<file path="src/rtl/tpld_pkg.sv">
// ----------------------------------------------------------------------------
// tpld_pkg
// Shared types, constants and controller commands for the path length block.
// ----------------------------------------------------------------------------
package tpld_pkg;

  localparam int unsigned CoordW = 32;
  localparam int unsigned DiffW = 33;
  localparam int unsigned SqW = 66;
  localparam int unsigned LenW = 33;
  localparam int unsigned DivW = 63;
  localparam logic [31:0] TimeStepReset = 32'd16777;

  typedef struct packed {
    logic signed [31:0] origin_x;
    logic signed [31:0] origin_y;
    logic signed [31:0] origin_z;
    logic signed [31:0] insertion_x;
    logic signed [31:0] insertion_y;
    logic signed [31:0] insertion_z;
    logic signed [31:0] via_x;
    logic signed [31:0] via_y;
    logic signed [31:0] via_z;
  } tpld_in_t;

  typedef struct packed {
    logic [31:0] path_length;
    logic signed [31:0] path_velocity;
    logic signed [31:0] origin_dir_x;
    logic signed [31:0] origin_dir_y;
    logic signed [31:0] origin_dir_z;
    logic signed [31:0] insertion_dir_x;
    logic signed [31:0] insertion_dir_y;
    logic signed [31:0] insertion_dir_z;
    logic signed [31:0] via_dir_x;
    logic signed [31:0] via_dir_y;
    logic signed [31:0] via_dir_z;
    logic degenerate;
  } tpld_out_t;

  typedef enum logic [3:0] {
    OP_NONE = 4'd0,
    OP_LOAD = 4'd1,
    OP_SQ_START = 4'd2,
    OP_SQ_ACC = 4'd3,
    OP_SQRT_START = 4'd4,
    OP_SQRT_STEP = 4'd5,
    OP_SQRT_SAVE = 4'd6,
    OP_TOTAL = 4'd7,
    OP_DIV_START = 4'd8,
    OP_DIV_STEP = 4'd9,
    OP_DIV_SAVE = 4'd10,
    OP_FINISH = 4'd11
  } tpld_op_t;

  typedef struct packed {
    tpld_op_t op;
    logic [1:0] seg;
    logic [1:0] comp;
    logic [2:0] div_sel;
  } tpld_cmd_t;

  typedef struct packed {
    logic iter_done;
  } tpld_sts_t;

  localparam logic [2:0] DivVel = 3'd6;

endpackage

</file>
<file path="src/rtl/tpld_ctrl.sv">
// ----------------------------------------------------------------------------
// tpld_ctrl
// Sequencer that steps the datapath through load, squares, roots, total and divisions.
// ----------------------------------------------------------------------------
module tpld_ctrl (
  input  logic                 clk,
  input  logic                 rst_n,
  input  logic                 in_valid,
  output logic                 in_ready,
  output logic                 out_valid,
  input  logic                 out_ready,
  input  tpld_pkg::tpld_sts_t  sts,
  output tpld_pkg::tpld_cmd_t  cmd
);

  typedef enum logic [8:0] {
    S_IDLE  = 9'b000000001,
    S_SQ    = 9'b000000010,
    S_SQRT0 = 9'b000000100,
    S_SQRT  = 9'b000001000,
    S_TOTAL = 9'b000010000,
    S_DIV0  = 9'b000100000,
    S_DIV   = 9'b001000000,
    S_FIN   = 9'b010000000,
    S_OUT   = 9'b100000000
  } state_t;

  state_t state_r, state_nxt;
  logic [1:0] seg_r, seg_nxt;
  logic [1:0] comp_r, comp_nxt;
  logic [2:0] dsel_r, dsel_nxt;

  assign in_ready = (state_r == S_IDLE);
  assign out_valid = (state_r == S_OUT);

  always_comb begin
    state_nxt = state_r;
    seg_nxt = seg_r;
    comp_nxt = comp_r;
    dsel_nxt = dsel_r;
    cmd = '{op: tpld_pkg::OP_NONE, seg: seg_r, comp: comp_r, div_sel: dsel_r};
    unique case (state_r)
      S_IDLE: begin
        if (in_valid) begin
          cmd.op = tpld_pkg::OP_LOAD;
          seg_nxt = 2'd0;
          comp_nxt = 2'd0;
          state_nxt = S_SQ;
        end
      end
      S_SQ: begin
        cmd.op = (comp_r == 2'd0) ? tpld_pkg::OP_SQ_START : tpld_pkg::OP_SQ_ACC;
        if (comp_r == 2'd3) begin
          state_nxt = S_SQRT0;
        end else begin
          comp_nxt = comp_r + 2'd1;
        end
      end
      S_SQRT0: begin
        cmd.op = tpld_pkg::OP_SQRT_START;
        state_nxt = S_SQRT;
      end
      S_SQRT: begin
        if (sts.iter_done && comp_r == 2'd0) begin
          cmd.op = tpld_pkg::OP_SQRT_SAVE;
          if (seg_r == 2'd1) begin
            state_nxt = S_TOTAL;
          end else begin
            seg_nxt = 2'd1;
            state_nxt = S_SQ;
          end
        end else begin
          cmd.op = tpld_pkg::OP_SQRT_STEP;
          if (sts.iter_done) begin
            comp_nxt = 2'd0;
          end
        end
      end
      S_TOTAL: begin
        cmd.op = tpld_pkg::OP_TOTAL;
        dsel_nxt = 3'd0;
        state_nxt = S_DIV0;
      end
      S_DIV0: begin
        cmd.op = tpld_pkg::OP_DIV_START;
        state_nxt = S_DIV;
      end
      S_DIV: begin
        cmd.op = tpld_pkg::OP_DIV_STEP;
        if (sts.iter_done) begin
          comp_nxt = 2'd1;
        end
        if (comp_r == 2'd1) begin
          cmd.op = tpld_pkg::OP_DIV_SAVE;
          comp_nxt = 2'd0;
          if (dsel_r == tpld_pkg::DivVel) begin
            state_nxt = S_FIN;
          end else begin
            dsel_nxt = dsel_r + 3'd1;
            state_nxt = S_DIV0;
          end
        end
      end
      S_FIN: begin
        cmd.op = tpld_pkg::OP_FINISH;
        state_nxt = S_OUT;
      end
      S_OUT: begin
        if (out_ready) begin
          state_nxt = S_IDLE;
        end
      end
      default: begin
        state_nxt = S_IDLE;
      end
    endcase
  end

  always_ff @(posedge clk) begin
    if (!rst_n) begin
      state_r <= S_IDLE;
      seg_r <= '0;
      comp_r <= '0;
      dsel_r <= '0;
    end else begin
      state_r <= state_nxt;
      seg_r <= seg_nxt;
      comp_r <= comp_nxt;
      dsel_r <= dsel_nxt;
    end
  end

  a_onehot: assert property (@(posedge clk) disable iff (!rst_n) $onehot(state_r))
    else $error("state not one-hot");
  a_out_hold: assert property (@(posedge clk) disable iff (!rst_n)
    out_valid && !out_ready |=> out_valid)
    else $error("result dropped");
  a_no_accept: assert property (@(posedge clk) disable iff (!rst_n)
    out_valid |-> !in_ready)
    else $error("input taken while result pending");

endmodule

</file>
<file path="config.mk">
export PLATFORM = sky130hd
export DESIGN_NAME = tpld_ctrl
export DESIGN_NICKNAME = d
export VERILOG_FILES = /design/src/rtl/tpld_pkg.sv /design/src/rtl/tpld_ctrl.sv
export SDC_FILE = /design/constraint.sdc
export NUM_CORES = 1
export LEC_CHECK = 0
export BUFFER_PORTS_ARGS = -buffer_cell sky130_fd_sc_hd__buf_2
export CAP_MARGIN = 5
export CORE_MARGIN = 1.5
export CORE_UTILIZATION = 24
export DETAILED_ROUTE_END_ITERATION = 8
export PLACE_DENSITY = 0.45
export SYNTH_ARGS = -nofsm -noshare
export SYNTH_HDL_FRONTEND = slang
export SYNTH_SLANG_ARGS = --single-unit
</file>
<file path="constraint.sdc">
create_clock -name clk -period 5.1 [get_ports clk]
set_clock_uncertainty 0.05 [all_clocks]
set_input_delay 0 -clock clk [delete_from_list [all_inputs] [get_ports clk]]
set_output_delay 0 -clock clk [all_outputs]
set_load 0.01 [all_outputs]
</file>
==> metrics.cfg, run 1 <==
[worst_hold_path]
min_to=seg_r[0]$_SDFFE_PN0P_
min_delay_path_depth=4
min_path_type=primary input to register
hold_start=in_valid

[global_routing]
grt-ovfl-total=0
grt.total_usage=0.119
antenna_found_initial=0
grt_first_pass_wirelength_microns=4800
grt_max_degree=15
grt_pass1_vias=1003

[logic_synthesis]
syn_nets=154
synth-seq-area-share=0.269
synth_top_area_cell=dfxtp_1
syn-cell-area_sq_mm=0.00111
synth-edff-count=0
synth_area_leaders=dfxtp_1 27%, ha_1 5.6%, nor2_1 5.4%
synth.ff_latch_count=15
synth_ff_type=dfxtp_1
yosysMostFrequentCell=nor2_1
synth_warnings=0
async_flop_share=0
synth_cell_types=47
synth.top_cells.by_count=16 x nor2_1, 15 x dfxtp_1, 12 x nand2_1
syn_inst=144
synth_top_area_frac=0.269
syn_area_per_cell_sq_um=7.74

[worst_setup_path]
worstRegToRegCells=5
required_ns=5.05
r2r_end=dsel_r[0]$_SDFFE_PN0P_
cp.arrival_ns=2.06
worstPathMaxFanout=7
start_kind=register
path_class=register to primary output
timing.rr.start=state_r[6]$_SDFFE_PN0P_
endpoint_kind=primary output
ff2ff_setup_slack_ns=3.06

[power]
p_per_area_mw_per_mm2=360
vdd_drop_max_mv=0.103
p_leak_nw=0.507

[place]
dp_slack_ns=3.10
port_buffers=16
post-dp-hpwl_microns=2230
gp_congestion=0.797

[clocking]
clk_path_buf_depth=2
clkTransAtPathRegs_ns=0.07
htree_levels=1
cts_tree=built
insertion_delay_ns=0.25
post-cts-setup-buffers=0
tritoncts.num_buffers=3
cts_root_buf=clkbuf_8
clock_sinks=15
cts_resized=0

[drt]
via_count=1093
wire_per_inst_microns=13.9
drt_pre_antenna_iters=4
vias_per_cell=5.20
wirelength_microns=2910
first_iter_violations=125
postRouteAntennaNets=0
route.detailed.drc=0

[floorplanning]
ioPinCount=18
core_sq_mm=0.00441
rows=24
die_h_microns=71.2
die_area_sq_mm=0.00506
fp.dieW_microns=71.2
start_util=0.253

[timing]
drv_slew=0
fin_tns_setup_ns=0
setup_viol=0
relSlewSlack=0.601
hold_violations=0
worstMarginPinSlew_ns=0.593
holdWs_ns=0.0310
rsz0062_at_grt=no
finalCriticalPeriod_ns=2.11
max_freq_ghz=0.473
final.setup.worst_slack_ns=2.99
period_share=0.415

[run]
drv_cap=0

[layout]
synthToLayoutAreaGrowth_pct=15.2
final_layout_size_suffix_gt1_frac=0.190
multi_input_area_sq_um=763
nets=169
register_area_sq_um=300
final_core_util=0.291
diodes=0
fillCellCount=479

[status]
status=complete, no violations

registers in the layout (all words and copies together) (netlist names):
signal	flops
state_r	9
dsel_r	3
comp_r	2
seg_r	1
what timing repair did:
action,4_1_cts,5_1_grt
endpoints found under the hold margin,2,0
hold buffers,1,0
endpoints found under the setup margin,0,0
power by group:
part / switching (W) / leakage (nW) / internal (W) / total [W]
Combinational: 0.000118 / 0.360 / 0.0000887 / 0.000207
Clock: 0.0000472 / 0.0255 / 0.0000543 / 0.000101
Sequential: 0.0000249 / 0.122 / 0.000129 / 0.000154
per-stage QoR:
stage	std cells	area [sq um]	power [W]
6_report	210	1280	0.000462
5_1_grt	210	1280	0.000500
4_1_cts	210	1280	0.000467
3_5_place_dp	205	1230	0.000363
3_3_place_gp	205	1230	0.000364
2_1_floorplan	144	1110	0.000313
kinds of logic (layout without fill, tap and decap cells):
kind of cell,after synthesis,after routing,synth area share
buffers and inverters,12,26,0.0460
adders and majority gates,5,5,0.0561
other,1,1,0.00336
and+or+nand+nor,75,75,0.383
DFF,15,15,0.269
AOI/OAI and AO/OA,31,31,0.200
xor gates and xnor gates,3,3,0.0236
muxes,2,2,0.0191
metal layers:
layer,vias to the layer above,track usage,share of wire
li1,556,-,-
met1,502,0.156,0.46
met2,35,0.195,0.46
met3,0,0.0370,0.074
met4,0,0.0168,0
met5,-,0,0
layout by cell type, fill, tap and decap left out, drive strengths merged, types with 6 or more instances in the layout:
cell   instances
o21ai          7
nand3          6
nand2         12
buf           16
nor3          11
nor2          16
dfxtp         15
worst max-delay path, cell delays in order (launching register included):
cell and delay (ns):
dfxtp_1 0.37, nor3_2 0.38, nand2_1 0.17, nor4_1 0.54
a21oi_1 0.08, o211ai_1 0.11, buf_2 0.16
how the worst max path moves through the flow:
stage | startpoint | endpoint | slack [ns] | depth (start not counted)
2_1_floorplan | state_r[4]$_SDFFE_PN0P_ | comp_r[0]$_SDFFE_PN0P_ | 3.32 | 5
3_5_place_dp | state_r[4]$_SDFFE_PN0P_ | comp_r[0]$_SDFFE_PN0P_ | 3.10 | 5
4_1_cts | state_r[4]$_SDFFE_PN0P_ | cmd[7] | 2.98 | 4
5_1_grt | state_r[6]$_SDFFE_PN0P_ | dsel_r[1]$_SDFFE_PN0P_ | 2.81 | 5
6_report | state_r[2]$_SDFFE_PN0P_ | cmd[7] | 2.99 | 6
3_3_place_gp | state_r[4]$_SDFFE_PN0P_ | comp_r[0]$_SDFFE_PN0P_ | 3.10 | 5
layout make-up:
| type | count | share of cell area |
|---|---|---|
| multi-input cells | 117 | 0.595 |
| clock inverters | 1 | 0.00390 |
| well taps | 52 | 0.0507 |
| clock buffers | 3 | 0.0322 |
| repair buffers | 17 | 0.0702 |
| flip-flops and latches | 15 | 0.234 |
| inverters | 5 | 0.0146 |
Note: power is estimated with default switching activity, not from simulation.
==> inputs of run 2 (changes only) <==
--- a/config.mk
+++ b/config.mk
@@ -10,7 +10,7 @@
 export CORE_MARGIN = 1.5
 export CORE_UTILIZATION = 24
 export DETAILED_ROUTE_END_ITERATION = 8
-export PLACE_DENSITY = 0.45
+export PLACE_DENSITY = 0.47
 export SYNTH_ARGS = -nofsm -noshare
 export SYNTH_HDL_FRONTEND = slang
 export SYNTH_SLANG_ARGS = --single-unit
==> constraint.sdc (replaced) <==
create_clock -name clk -period 1.9 [get_ports clk]
set_clock_uncertainty 0.05 [all_clocks]
set_input_delay 0 -clock clk [delete_from_list [all_inputs] [get_ports clk]]
set_output_delay 0 -clock clk [all_outputs]
set_load 0.01 [all_outputs]
==> run 2 against run 1 <==
Compared with the run above: the run now ends with negative setup slack left; sequential power increased to 2.9 times the previous value; non-clock buffer count increased by 20; wire length increased by 15%; cell count increased by 9.5%; first-iteration DRC count decreased by 38%; critical path type unchanged; critical endpoint unchanged; largest cell class unchanged; largest power group unchanged.
==> metrics.cfg, run 2 (synthesized netlist as in run 1, its figures left out) <==
[status]
status=finished with violations
violations=negative setup slack

[timing]
drv_slew=0  ; unchanged
max_freq_ghz=0.521
period_share=1.01
rsz0062_at_grt=yes
setup_viol=1  ; +1
hold_violations=0  ; unchanged
holdWs_ns=0.0260  ; -0.00506 ns
final.setup.worst_slack_ns=-0.0195  ; -3.00 ns
finalCriticalPeriod_ns=1.92

[power]
power_switching_w=0.000587  ; +210%
vdd_drop_max_mv=0.541  ; +430%
p_per_area_mw_per_mm2=931  ; +160%
clkPwrFrac=0.200  ; -0.020
seqPwrFrac=0.311  ; -0.022
p_sw_frac=0.416  ; +0.00426
total_power_w=0.00141  ; +210%
p_int_w=0.000825  ; +200%
combPwrFrac=0.489  ; +0.042
p_leak_nw=0.626  ; +24%

[drt]
wirelength_microns=3340  ; +15%
postRouteAntennaNets=0  ; unchanged
wl_met2_microns=1590  ; +17%
wl_met3_microns=170  ; -22%
route.detailed.drc=0  ; unchanged
met1_length_microns=1560  ; +16%
top_layer=met4
wire_per_inst_microns=14.5  ; +4.6%
via_count=1184  ; +8.3%
drt_pre_antenna_iters=4  ; unchanged
vias_per_cell=5.15  ; -1.1%
first_iter_violations=78  ; -38%

[worst_setup_path]
cpMaxStageDelayCell=or4_4
timing.rr.start=state_r[6]$_SDFFE_PN0P_
endpoint_kind=primary output
path_class=register to primary output
cpPeakStageDelay_ns=0.57  ; +0.03 ns
start_kind=register
required_ns=1.85  ; -3.20 ns
ff2ff_setup_slack_ns=0.04  ; -3.02 ns
cp.arrival_ns=1.87  ; -0.19 ns
r2r_end=state_r[0]$_SDFFE_PN1P_
cp_cell_sequence=or4_4 -> or3_4 -> o211ai_1 -> buf_2
worstPathMaxFanout=5  ; -2
worstRegToRegCells=8  ; +3

[clocking]
clkTransAtPathRegs_ns=0.07  ; about the same
cts_root_buf=clkbuf_8
tritoncts.num_buffers=3  ; unchanged
insertion_delay_ns=0.26  ; about the same
clk_path_buf_depth=2  ; unchanged
cts_tree=built
htree_levels=1  ; unchanged
clock_sinks=15  ; unchanged

[worst_hold_path]
min_delay_path_depth=4  ; unchanged
hold_start=in_valid
min_to=seg_r[0]$_SDFFE_PN0P_
min_path_type=primary input to register

[place]
dp_slack_ns=0.0180  ; -3.08 ns
port_buffers=16  ; unchanged
gp_congestion=0.837  ; +5.0%
post-dp-hpwl_microns=2490  ; +12%

[floorplanning]
fp.dieW_microns=71.2  ; unchanged
die_area_sq_mm=0.00506  ; unchanged
die_h_microns=71.2  ; unchanged
ioPinCount=18  ; unchanged
core_sq_mm=0.00441  ; unchanged
rows=24  ; unchanged
start_util=0.253  ; unchanged

[layout]
top_register=state_r
final_cell_mix=20 x buf_4, 16 x buf_2, 14 x nor2_1
final_common_cell=buf_4
top_regs=state_r x9, dsel_r x3, comp_r x2
synthToLayoutAreaGrowth_pct=36.1
largest_reg_flops=9  ; unchanged
nets=189  ; +12%
diodes=0  ; unchanged
final_layout_size_suffix_gt1_frac=0.365  ; +0.175

[global_routing]
grt-ovfl-total=0  ; unchanged
grt_max_degree=11  ; -4
antenna_found_initial=0  ; unchanged
grt_first_pass_wirelength_microns=5310  ; +11%
grt_pass1_vias=1076  ; +7.3%
grt.total_usage=0.132  ; +0.0137

[run]
drv_cap=0  ; unchanged

run 2: area by class of cell:
cell class / count / area (sq um)
Clock buffer: 3 / 41.3
Clock inverter: 1 / 7.51
Fill cell: 450 / 2900
Inverter: 5 / 18.8
Multi-Input combinational cell: 117 / 835
Sequential cell: 15 / 310
Tap cell: 52 / 65.1
Timing Repair Buffer: 37 / 240
run 2: worst max-delay path by stage:
stage,start,end,cells past startpoint
global placement,state_r[1]$_SDFFE_PN0P_,state_r[0]$_SDFFE_PN1P_,4
finish,state_r[4]$_SDFFE_PN0P_,cmd[7],4
CTS,state_r[5]$_SDFFE_PN0P_,cmd[7],4
global route,state_r[8]$_SDFFE_PN0P_,cmd[7],8
detailed placement,state_r[1]$_SDFFE_PN0P_,state_r[0]$_SDFFE_PN1P_,4
floorplan,state_r[4]$_SDFFE_PN0P_,comp_r[0]$_SDFFE_PN0P_,5
run 2: metrics by stage:
stage	cell area, sq um	utilization	instances	setup TNS (ns)
after floorplan	1110	-	144	0
after global placement	1330	0.302	219	0
after detailed placement	1330	0.302	219	0
after CTS	1440	0.325	226	-0.0221
after global routing	1520	0.344	230	-0.323
final	1520	0.344	230	-0.0195
run 2: repair_timing:
action                                 CTS  global route
buffers inserted                         2             4
gates resized for setup                  8            12
hold buffers                             1             0
endpoints found under the hold margin    2             0
pin swaps                                2             6
setup endpoints to repair                3             9
run 2: power by group through the flow:
stage | logic (W) | registers (W) | clock network (W)
6_report | 0.000690 | 0.000439 | 0.000283
5_1_grt | 0.000759 | 0.000448 | 0.000304
4_1_cts | 0.000651 | 0.000420 | 0.000287
3_5_place_dp | 0.000625 | 0.000423 | 0
3_3_place_gp | 0.000624 | 0.000421 | 0
2_1_floorplan | 0.000470 | 0.000369 | 0
run 2: critical path, delay by kind of cell (launching register included):
family / cells / cell delay, ns
DFF: 1 / 0.36
AOI/OAI and AO/OA: 1 / 0.17
and+or+nand+nor: 2 / 0.93
buffers and inverters: 1 / 0.16
run 2: routing by layer:
metal	vias to the layer above	GRT usage
met5	-	0
met4	0	0.0252
met3	2	0.0399
met2	29	0.204
met1	554	0.184
li1	599	-
